`src/rtl/scpa_pkg.sv`:
```
// Shared types, codes and constants for the size-class pool allocator.
package scpa_pkg;

	localparam int ADDR_W  = 20;
	localparam int SIZE_W  = 32;
	localparam int PAGES_W = 9;
	localparam int STS_W   = 3;
	localparam int CLS_W   = 2;
	localparam int NUM_CLS = 3;

	localparam int SMALL_SHIFT  = 7;
	localparam int SMALL_BYTES  = 128;
	localparam int MEDIUM_BYTES = 256;
	localparam int LARGE_BYTES  = 512;

	localparam logic MODE_ALLOC = 1'b0;
	localparam logic MODE_FREE  = 1'b1;

	localparam logic [CLS_W-1:0] CLS_SMALL  = 2'd0;
	localparam logic [CLS_W-1:0] CLS_MEDIUM = 2'd1;
	localparam logic [CLS_W-1:0] CLS_LARGE  = 2'd2;
	localparam logic [CLS_W-1:0] CLS_EXT    = 2'd3;

	typedef enum logic [STS_W-1:0] {
		STS_OK   = 3'd0,
		STS_EXT  = 3'd1,
		STS_OOM  = 3'd2,
		STS_NULL = 3'd3,
		STS_OVF  = 3'd4
	} status_t;

	// controller -> datapath
	typedef struct packed {
		logic accept;
		logic pop_load;
	} cmd_t;

	// datapath -> controller
	typedef struct packed {
		logic mem_pop;
	} stat_t;

	function automatic logic [CLS_W-1:0] classify(input logic [SIZE_W-1:0] size);
		logic [CLS_W-1:0] c;
		if (size <= SIZE_W'(SMALL_BYTES)) c = CLS_SMALL;
		else if (size <= SIZE_W'(MEDIUM_BYTES)) c = CLS_MEDIUM;
		else if (size <= SIZE_W'(LARGE_BYTES)) c = CLS_LARGE;
		else c = CLS_EXT;
		return c;
	endfunction

endpackage

```
`src/rtl/scpa_ctrl.sv`:
```
// Handshake controller: accepts requests, sequences RAM pops, owns response valid.
module scpa_ctrl import scpa_pkg::*; (
	input  logic  clk,
	input  logic  arst_n,
	input  logic  in_valid,
	output logic  in_ready,
	output logic  out_valid,
	input  logic  out_ready,
	input  stat_t stat,
	output cmd_t  cmd
);
	typedef enum logic [1:0] {
		ST_IDLE = 2'b01,
		ST_POP  = 2'b10
	} state_t;

	state_t state_q, state_d;
	logic   out_valid_q;
	logic   load;

	// take a request only when the response register is free or draining
	assign in_ready     = (state_q == ST_IDLE) && (!out_valid_q || out_ready);
	assign cmd.accept   = in_valid && in_ready;
	assign cmd.pop_load = (state_q == ST_POP);
	assign load         = (cmd.accept && !stat.mem_pop) || cmd.pop_load;
	assign out_valid    = out_valid_q;

	always_comb begin
		state_d = state_q;
		case (state_q)
			ST_IDLE: begin
				if (cmd.accept && stat.mem_pop) state_d = ST_POP;
			end
			ST_POP: begin
				state_d = ST_IDLE;
			end
			default: begin
				state_d = ST_IDLE;
			end
		endcase
	end

	always_ff @(posedge clk or negedge arst_n) begin
		if (!arst_n) begin
			state_q     <= ST_IDLE;
			out_valid_q <= 1'b0;
		end else begin
			state_q <= state_d;
			if (load) out_valid_q <= 1'b1;
			else if (out_ready) out_valid_q <= 1'b0;
		end
	end
endmodule

```
`config.mk`:
```
export PLATFORM = sky130hd
export DESIGN_NAME = scpa_ctrl
export DESIGN_NICKNAME = d
export VERILOG_FILES = /design/src/rtl/scpa_pkg.sv /design/src/rtl/scpa_ctrl.sv
export SDC_FILE = /design/constraint.sdc
export NUM_CORES = 1
export LEC_CHECK = 0
export BUFFER_PORTS_ARGS = -buffer_cell sky130_fd_sc_hd__buf_2
export CAP_MARGIN = 20
export CORE_AREA = 2 2 39 41
export DETAILED_ROUTE_END_ITERATION = 10
export DIE_AREA = 0 0 41 43
export GPL_TIMING_DRIVEN = 0
export PLACE_DENSITY = 0.3
export RECOVER_POWER = 100
export SLEW_MARGIN = 20
export SYNTH_ARGS = -nofsm -noshare
export SYNTH_HDL_FRONTEND = slang
export SYNTH_SLANG_ARGS = --single-unit
```
`constraint.sdc`:
```
create_clock -name clk -period 1.5 [get_ports clk]
set_input_delay 0.075 -clock clk [delete_from_list [all_inputs] [get_ports clk]]
set_output_delay 0.075 -clock clk [all_outputs]
set_load 0.01 [all_outputs]
```
# After elaboration in Yosys (flattened, before gate mapping)
# Cells that the tools add are included.
# classes
reduce_logical	9
n_mux	4
n_eq_ne	3
# ops
cell	n
logical AND 1 bit	4
2-to-1 mux 2 bit	2
equality test 2 x 1 -> 1 bit (second input constant)	1
equality test 2 bit (second input constant)	1
zero test 1 bit	2
logical OR 1 bit	2
2-to-1 mux 1 bit	2
inequality test 2 x 1 -> 1 bit (second input constant)	1
nonzero test 2 bit	1
# word_totals
wordCells	18
out_inout_bits	4
regBits	3

# Depth between registers and ports, before layout
# Gate-level depths: netlist of the first run.
# depth
depth_word	7
depth_mapped	2

# Worst setup path after synthesis of the first run
# OpenSTA, ideal clock, no wires.
# synth_path
path_type	register to register
from	register state_q[0]
to	register out_valid_q, in the netlist out_valid
setup_ps	131
n_path_buf	0
arrival_ps	948
t_required_ps	1369
slack_ps	421
period_less_slack_ps	1079
path_stages_with_launch	3
cell_sequence	dfstp_2 > nor2b_1 > or3_1
# synth_rtl
element	line_no	rtl
start, declared	scpa_ctrl.sv:17	state_t state_q, state_d;
start signal, assigned	scpa_ctrl.sv:48	state_q <= state_d;
end signal, assigned	scpa_ctrl.sv:46	out_valid_q <= 1'b0;
end signal, assigned	scpa_ctrl.sv:49	if (load) out_valid_q <= 1'b1;
end signal, assigned	scpa_ctrl.sv:50	else if (out_ready) out_valid_q <= 1'b0;
end, declared	scpa_ctrl.sv:18	logic out_valid_q;

==> key figures, run 1 <==
Cells and area
  • N_diodes: 0
  • Fin nets: 32
  • Layout cells sized above 1: 26.92%
  • Fill cells: 157
  • Highest-count cells in the layout ignoring fill and taps: clkbuf_1, clkbuf_4, buf_2
  • Commonest non-fill, non-tap cell in the layout: clkbuf_1
  • Area growth, synth to finish: 62.07%

Timing
  • Crit path time final: 1.305 ns
  • Clock skew: 0.003284 ns
  • Crit share post-route: 87.00%
  • Slew headroom: 78.22%
  • Final setup violation count: 0
  • Worst setup slack after layout: 0.1951 ns
  • Least-Margin Pin Slew: 0.3260 ns
  • Final max-slew violation count: 0
  • Final setup TNS: 0 ns
  • FMAX: 766.3 MHz
  • Final Hold Fails: 0
  • RSZ-0062 raised after global routing: false

Floorplan
  • Core footprint: 0.001384 sq mm
  • Die Ht: 43 um
  • # rows: 14
  • Die area: 0.001763 sq mm
  • I/O pins: 9
  • Starting Density: 10.49%
  • DIE WIDTH: 41 um

Worst setup path
  • Critical Path RT: 1.42 ns
  • Critical Path End Type: output port
  • WS Path Type: register to output port
  • Worst R2R Start: state_q[0]
  • Data arrival time of the critical path: 1.23 ns
  • Critical path origin: state_q[0]
  • Worst-path fanout max: 4
  • Worst setup SP type: register

Clocking
  • Resized cells post-CTS: 0
  • Reg clk slew, reported paths: 0.04 ns
  • CTS Buf Count: 3
  • # clock sinks: 3
  • H-tree Lvls: 1
  • CTS tree: done
  • Post-CTS Setup Bufs: 0
  • Clock buffer depth: 2
  • Hold_buf cts: 1
  • CTS root buffer: clkbuf_4
  • Later-pin clock latency in the skew report: 0.23 ns

Synthesis
  • Net count after synthesis: 18
  • Yosys top cell by area: dfrtp_1
  • Register area share after synthesis: 52.59%
  • Synth Register Bits: 3
  • Synth top area share: 34.48%
  • Synthesized instance count: 13
  • Unique masters post-synth: 10
  • Mapped cell area: 145.1 sq um
  • Synth area leaders: dfrtp_1, dfstp_2, nand2b_4
  • Avg Inst Size Synth: 11.16 sq um
  • Ys Warns: 0

Min path
  • Hold path start: in_valid
  • Hold Crit Class: primary input to register

Place
  • IO buf count: 8
  • DP Wirelength: 258.3 um
  • Placer Congestion: 0.6426
  • Placement Setup Slack: 0.4153 ns

GRT
  • Total grt overflow: 0
  • Largest net degree at the start of global routing: 6
  • Initial antenna violation count: 0
  • Total Routing Usage GR: 5.321%
  • First-pass GRT wire length: 593 um
  • Number of global-route vias before repair: 165

Drt
  • DR pass1 iterations: 2
  • Via count: 138
  • DRC violation count after routing: 0
  • Total Wirelength: 350 um
  • Routed len/inst: 8.333 um
  • Drt initial violations: 1
  • Post-DRT Antenna Nets: 0
  • Via/cell ratio: 3.286

Power
  • Power Dens Cells: 1211 mW/mm^2
  • Leak: 0.1006 nW
  • Worst VDD drop: 0.2066 mV
  • Overall Power: 0.2849 mW

Outcome
  • Outcome: finished, final reports clean

Flow run
  • Maxcap violations: 0
-- state kept, by name, indices dropped and copies added (netlist names) --
name and flops:
out_valid 1, state_q 2
-- path summary, 6_finish.rpt --
path | end | slack, ns | cells past startpoint
worst min-delay path | state_q[1] | 0.1 | 3
max in group asynchronous | state_q[0] | 1.10 | 2
worst min register to register | state_q[1] | 0.58 | 2
worst max register to register | out_valid | 0.35 | 2
min in group asynchronous | state_q[1] | 0.18 | 2
worst max-delay path | cmd[1] | 0.20 | 3
-- cell type report --
type | instances | area [sq um] | share of cell area, %
clock buffer | 4 | 26.28 | 11.17
multi-input combinational | 10 | 68.82 | 29.26
sequential | 3 | 76.32 | 32.45
tap | 16 | 20.02 | 8.511
timing repair buffer | 9 | 43.79 | 18.62
-- synth_stat cells --
cell      instances
dfstp_2           1
nor3_1            1
nor2_1            1
dfrtp_1           2
nor2b_1           2
nor3b_1           1
nor4bb_1          1
or3_1             2
nand2_1           1
nand2b_4          1
-- logic make-up after synthesis --
logic type       Yosys count  synth area share, %
AND/OR/NAND/NOR           10                47.40
flip-flops                 3                52.59
-- through the flow --
step / hold slack, ns / utilization [%] / instance area, sq um / cells
6_report: 0.09924 / 17.00 / 235.2 / 42
2_1_floorplan: -0.2206 / - / 145.1 / 13
3_3_place_gp: -0.1317 / 14.83 / 205.2 / 37
5_1_grt: 0.1180 / 17.00 / 235.2 / 42
3_5_place_dp: -0.1267 / 14.83 / 205.2 / 37
4_1_cts: 0.08644 / 17.45 / 241.5 / 42
-- per-layer routing --
metal  global-route usage (%)  vias to the layer above  wire length (um)
met2                    5.625                        9               107
met5                        0                        -                 0
met4                    6.000                        0                 0
li1                         -                       72                 -
met1                    7.395                       57               189
met3                    1.571                        0                53
-- critical path, stage by stage (launching register included) --
cell and delay (ns):
dfstp_1 0.59, nand2b_4 0.08, nor3b_1 0.16, clkbuf_1 0.17
-- where the power goes --
group          internal (mW)  total, mW  switching, mW
sequential            0.0896     0.0953        0.00561
combinational         0.0227     0.0470         0.0243
clock                 0.0997      0.143         0.0429
(Power assumes the default switching activity.)
==> run 2, diff against run 1 <==
Settings changed: PLACE_DENSITY 0.3 to unset.
==> key figures, run 2 (synthesized netlist as in run 1, its figures left out) <==
Clocking
  • # clock sinks: 3 (unchanged)
  • Post-CTS Setup Bufs: 0 (unchanged)
  • H-tree Lvls: 1 (unchanged)
  • Reg clk slew, reported paths: 0.03 ns (was 0.04 ns)
  • Later-pin clock latency in the skew report: 0.23 ns (about the same)
  • CTS Buf Count: 3 (unchanged)
  • CTS tree: done (unchanged)
  • Hold_buf cts: 1 (unchanged)
  • Clock buffer depth: 2 (unchanged)
  • Resized cells post-CTS: 0 (unchanged)
  • CTS root buffer: clkbuf_4 (unchanged)

Worst setup path
  • Critical Path End Type: output port (unchanged)
  • Top Family by Delay on Critical Path: flip-flops (unchanged)
  • Worst setup SP type: register (unchanged)
  • Crit-path cells: nand2b_2, nor3b_1, clkbuf_1 (was nand2b_4, nor3b_1, clkbuf_1)
  • Buffers and inverters on the worst path: 1 (unchanged)
  • CP max stage delay: 0.54 ns (was 0.59 ns)
  • WS Path Type: register to output port (unchanged)
  • Critical Path RT: 1.42 ns (about the same)
  • Worst-path fanout max: 4 (unchanged)
  • Worst path slowest cell: dfstp_1 (unchanged)
  • Data arrival time of the critical path: 1.20 ns (was 1.23 ns)

GRT
  • Initial antenna violation count: 0 (unchanged)
  • Total Routing Usage GR: 4.618% (was 5.321%)
  • Total grt overflow: 0 (unchanged)
  • Largest net degree at the start of global routing: 6 (unchanged)
  • Number of global-route vias before repair: 147 (was 165)
  • First-pass GRT wire length: 510 um (was 593 um)

Timing
  • Final setup TNS: 0 ns (unchanged)
  • Crit path time final: 1.270 ns (was 1.305 ns)
  • Final setup violation count: 0 (unchanged)
  • Clock skew: 0.005841 ns (was 0.003284 ns)
  • FMAX: 787.4 MHz (was 766.3 MHz)
  • Crit share post-route: 84.67% (was 87.00%)
  • Final Hold Fails: 0 (unchanged)
  • Final max-slew violation count: 0 (unchanged)
  • Least-Margin Pin Slew: 0.2881 ns (was 0.3260 ns)
  • Hold WS: 0.1090 ns (was 0.09924 ns)
  • RSZ-0062 raised after global routing: false (unchanged)
  • Slew headroom: 80.75% (was 78.22%)

Cells and area
  • Final Core Density: 16.64% (was 17.00%)
  • Layout cells sized above 1: 26.92% (unchanged)
  • Fin area: 230.2 sq um (was 235.2 sq um)
  • Max reg flops: 2 (unchanged)
  • N_diodes: 0 (unchanged)
  • Commonest non-fill, non-tap cell in the layout: clkbuf_1 (unchanged)
  • Fin nets: 32 (unchanged)
  • Largest Register: state_q (unchanged)
  • Area growth, synth to finish: 58.62% (was 62.07%)
  • Highest-count cells in the layout ignoring fill and taps: clkbuf_1, clkbuf_4, buf_2 (unchanged)

Drt
  • DRC violation count after routing: 0 (unchanged)
  • DR pass1 iterations: 3 (was 2)
  • Routed len/inst: 7.190 um (was 8.333 um)
  • Drt initial violations: 1 (unchanged)
  • Via/cell ratio: 3.214 (was 3.286)
  • Total Wirelength: 302 um (was 350 um)
  • Via count: 135 (was 138)
  • Post-DRT Antenna Nets: 0 (unchanged)

Floorplan
  • DIE WIDTH: 41 um (unchanged)
  • Starting Density: 10.49% (unchanged)
  • # rows: 14 (unchanged)
  • Core footprint: 0.001384 sq mm (unchanged)
  • I/O pins: 9 (unchanged)
  • Die area: 0.001763 sq mm (unchanged)
  • Die Ht: 43 um (unchanged)

Flow run
  • Maxcap violations: 0 (unchanged)

Outcome
  • Outcome: finished, final reports clean (unchanged)

Min path
  • Hold Crit Class: primary input to register (unchanged)

Power
  • Worst VDD drop: 0.1944 mV (was 0.2066 mV)
  • Overall Power: 0.2750 mW (was 0.2849 mW)
  • Leak: 0.09764 nW (was 0.1006 nW)
  • Power Dens Cells: 1194 mW/mm^2 (was 1211 mW/mm^2)

Place
  • Placer Congestion: 0.5237 (was 0.6426)
  • Area post-placement: 205.2 sq um (unchanged)
  • IO buf count: 8 (unchanged)
[run 2: path summary, 6_finish.rpt]
kind                       startpoint          to  slack, ns  cells after the start
max in group asynchronous      arst_n  state_q[0]       1.09                      2
min reg2reg                state_q[0]  state_q[1]       0.57                      2
min in group asynchronous      arst_n   out_valid       0.18                      2
max                        state_q[0]      cmd[1]       0.23                      3
max reg2reg                state_q[0]   out_valid       0.42                      2
min                          in_valid  state_q[1]       0.11                      3
[run 2: per-stage QoR]
stage	cells	setup WS, ns
3_3_place_gp	37	0.4328
5_1_grt	42	0.1398
3_5_place_dp	37	0.4213
2_1_floorplan	13	0.4206
4_1_cts	42	0.2562
6_report	42	0.2300
[run 2: worst min-delay path, cell delays in order]
cell and delay (ns):
buf_2 0.11, nand2_1 0.06, nor3_1 0.04
[run 2: layout make-up]
type                    instances  area [sq um]
flip-flops and latches          3         76.32
well taps                      16         20.02
multi-input cells              10         63.81
clock buffers                   4         26.28
repair buffers                  9         43.79
fillers                       160          1154
[run 2: power breakdown]
part / internal, mW / switching, mW
sequential: 0.0896 / 0.00424
clock: 0.0993 / 0.0370
combinational: 0.0208 / 0.0240
[run 2: metal layers]
| metal | up-vias | part of all wire, % | track usage, % |
|---|---|---|---|
| met1 | 60 | 35 | 3.537 |
| met2 | 4 | 58 | 7.187 |
| met4 | 0 | 0 | 4.000 |
| met5 | - | 0 | 0 |
| met3 | 0 | 7.3 | 3.141 |
| li1 | 71 | - | - |
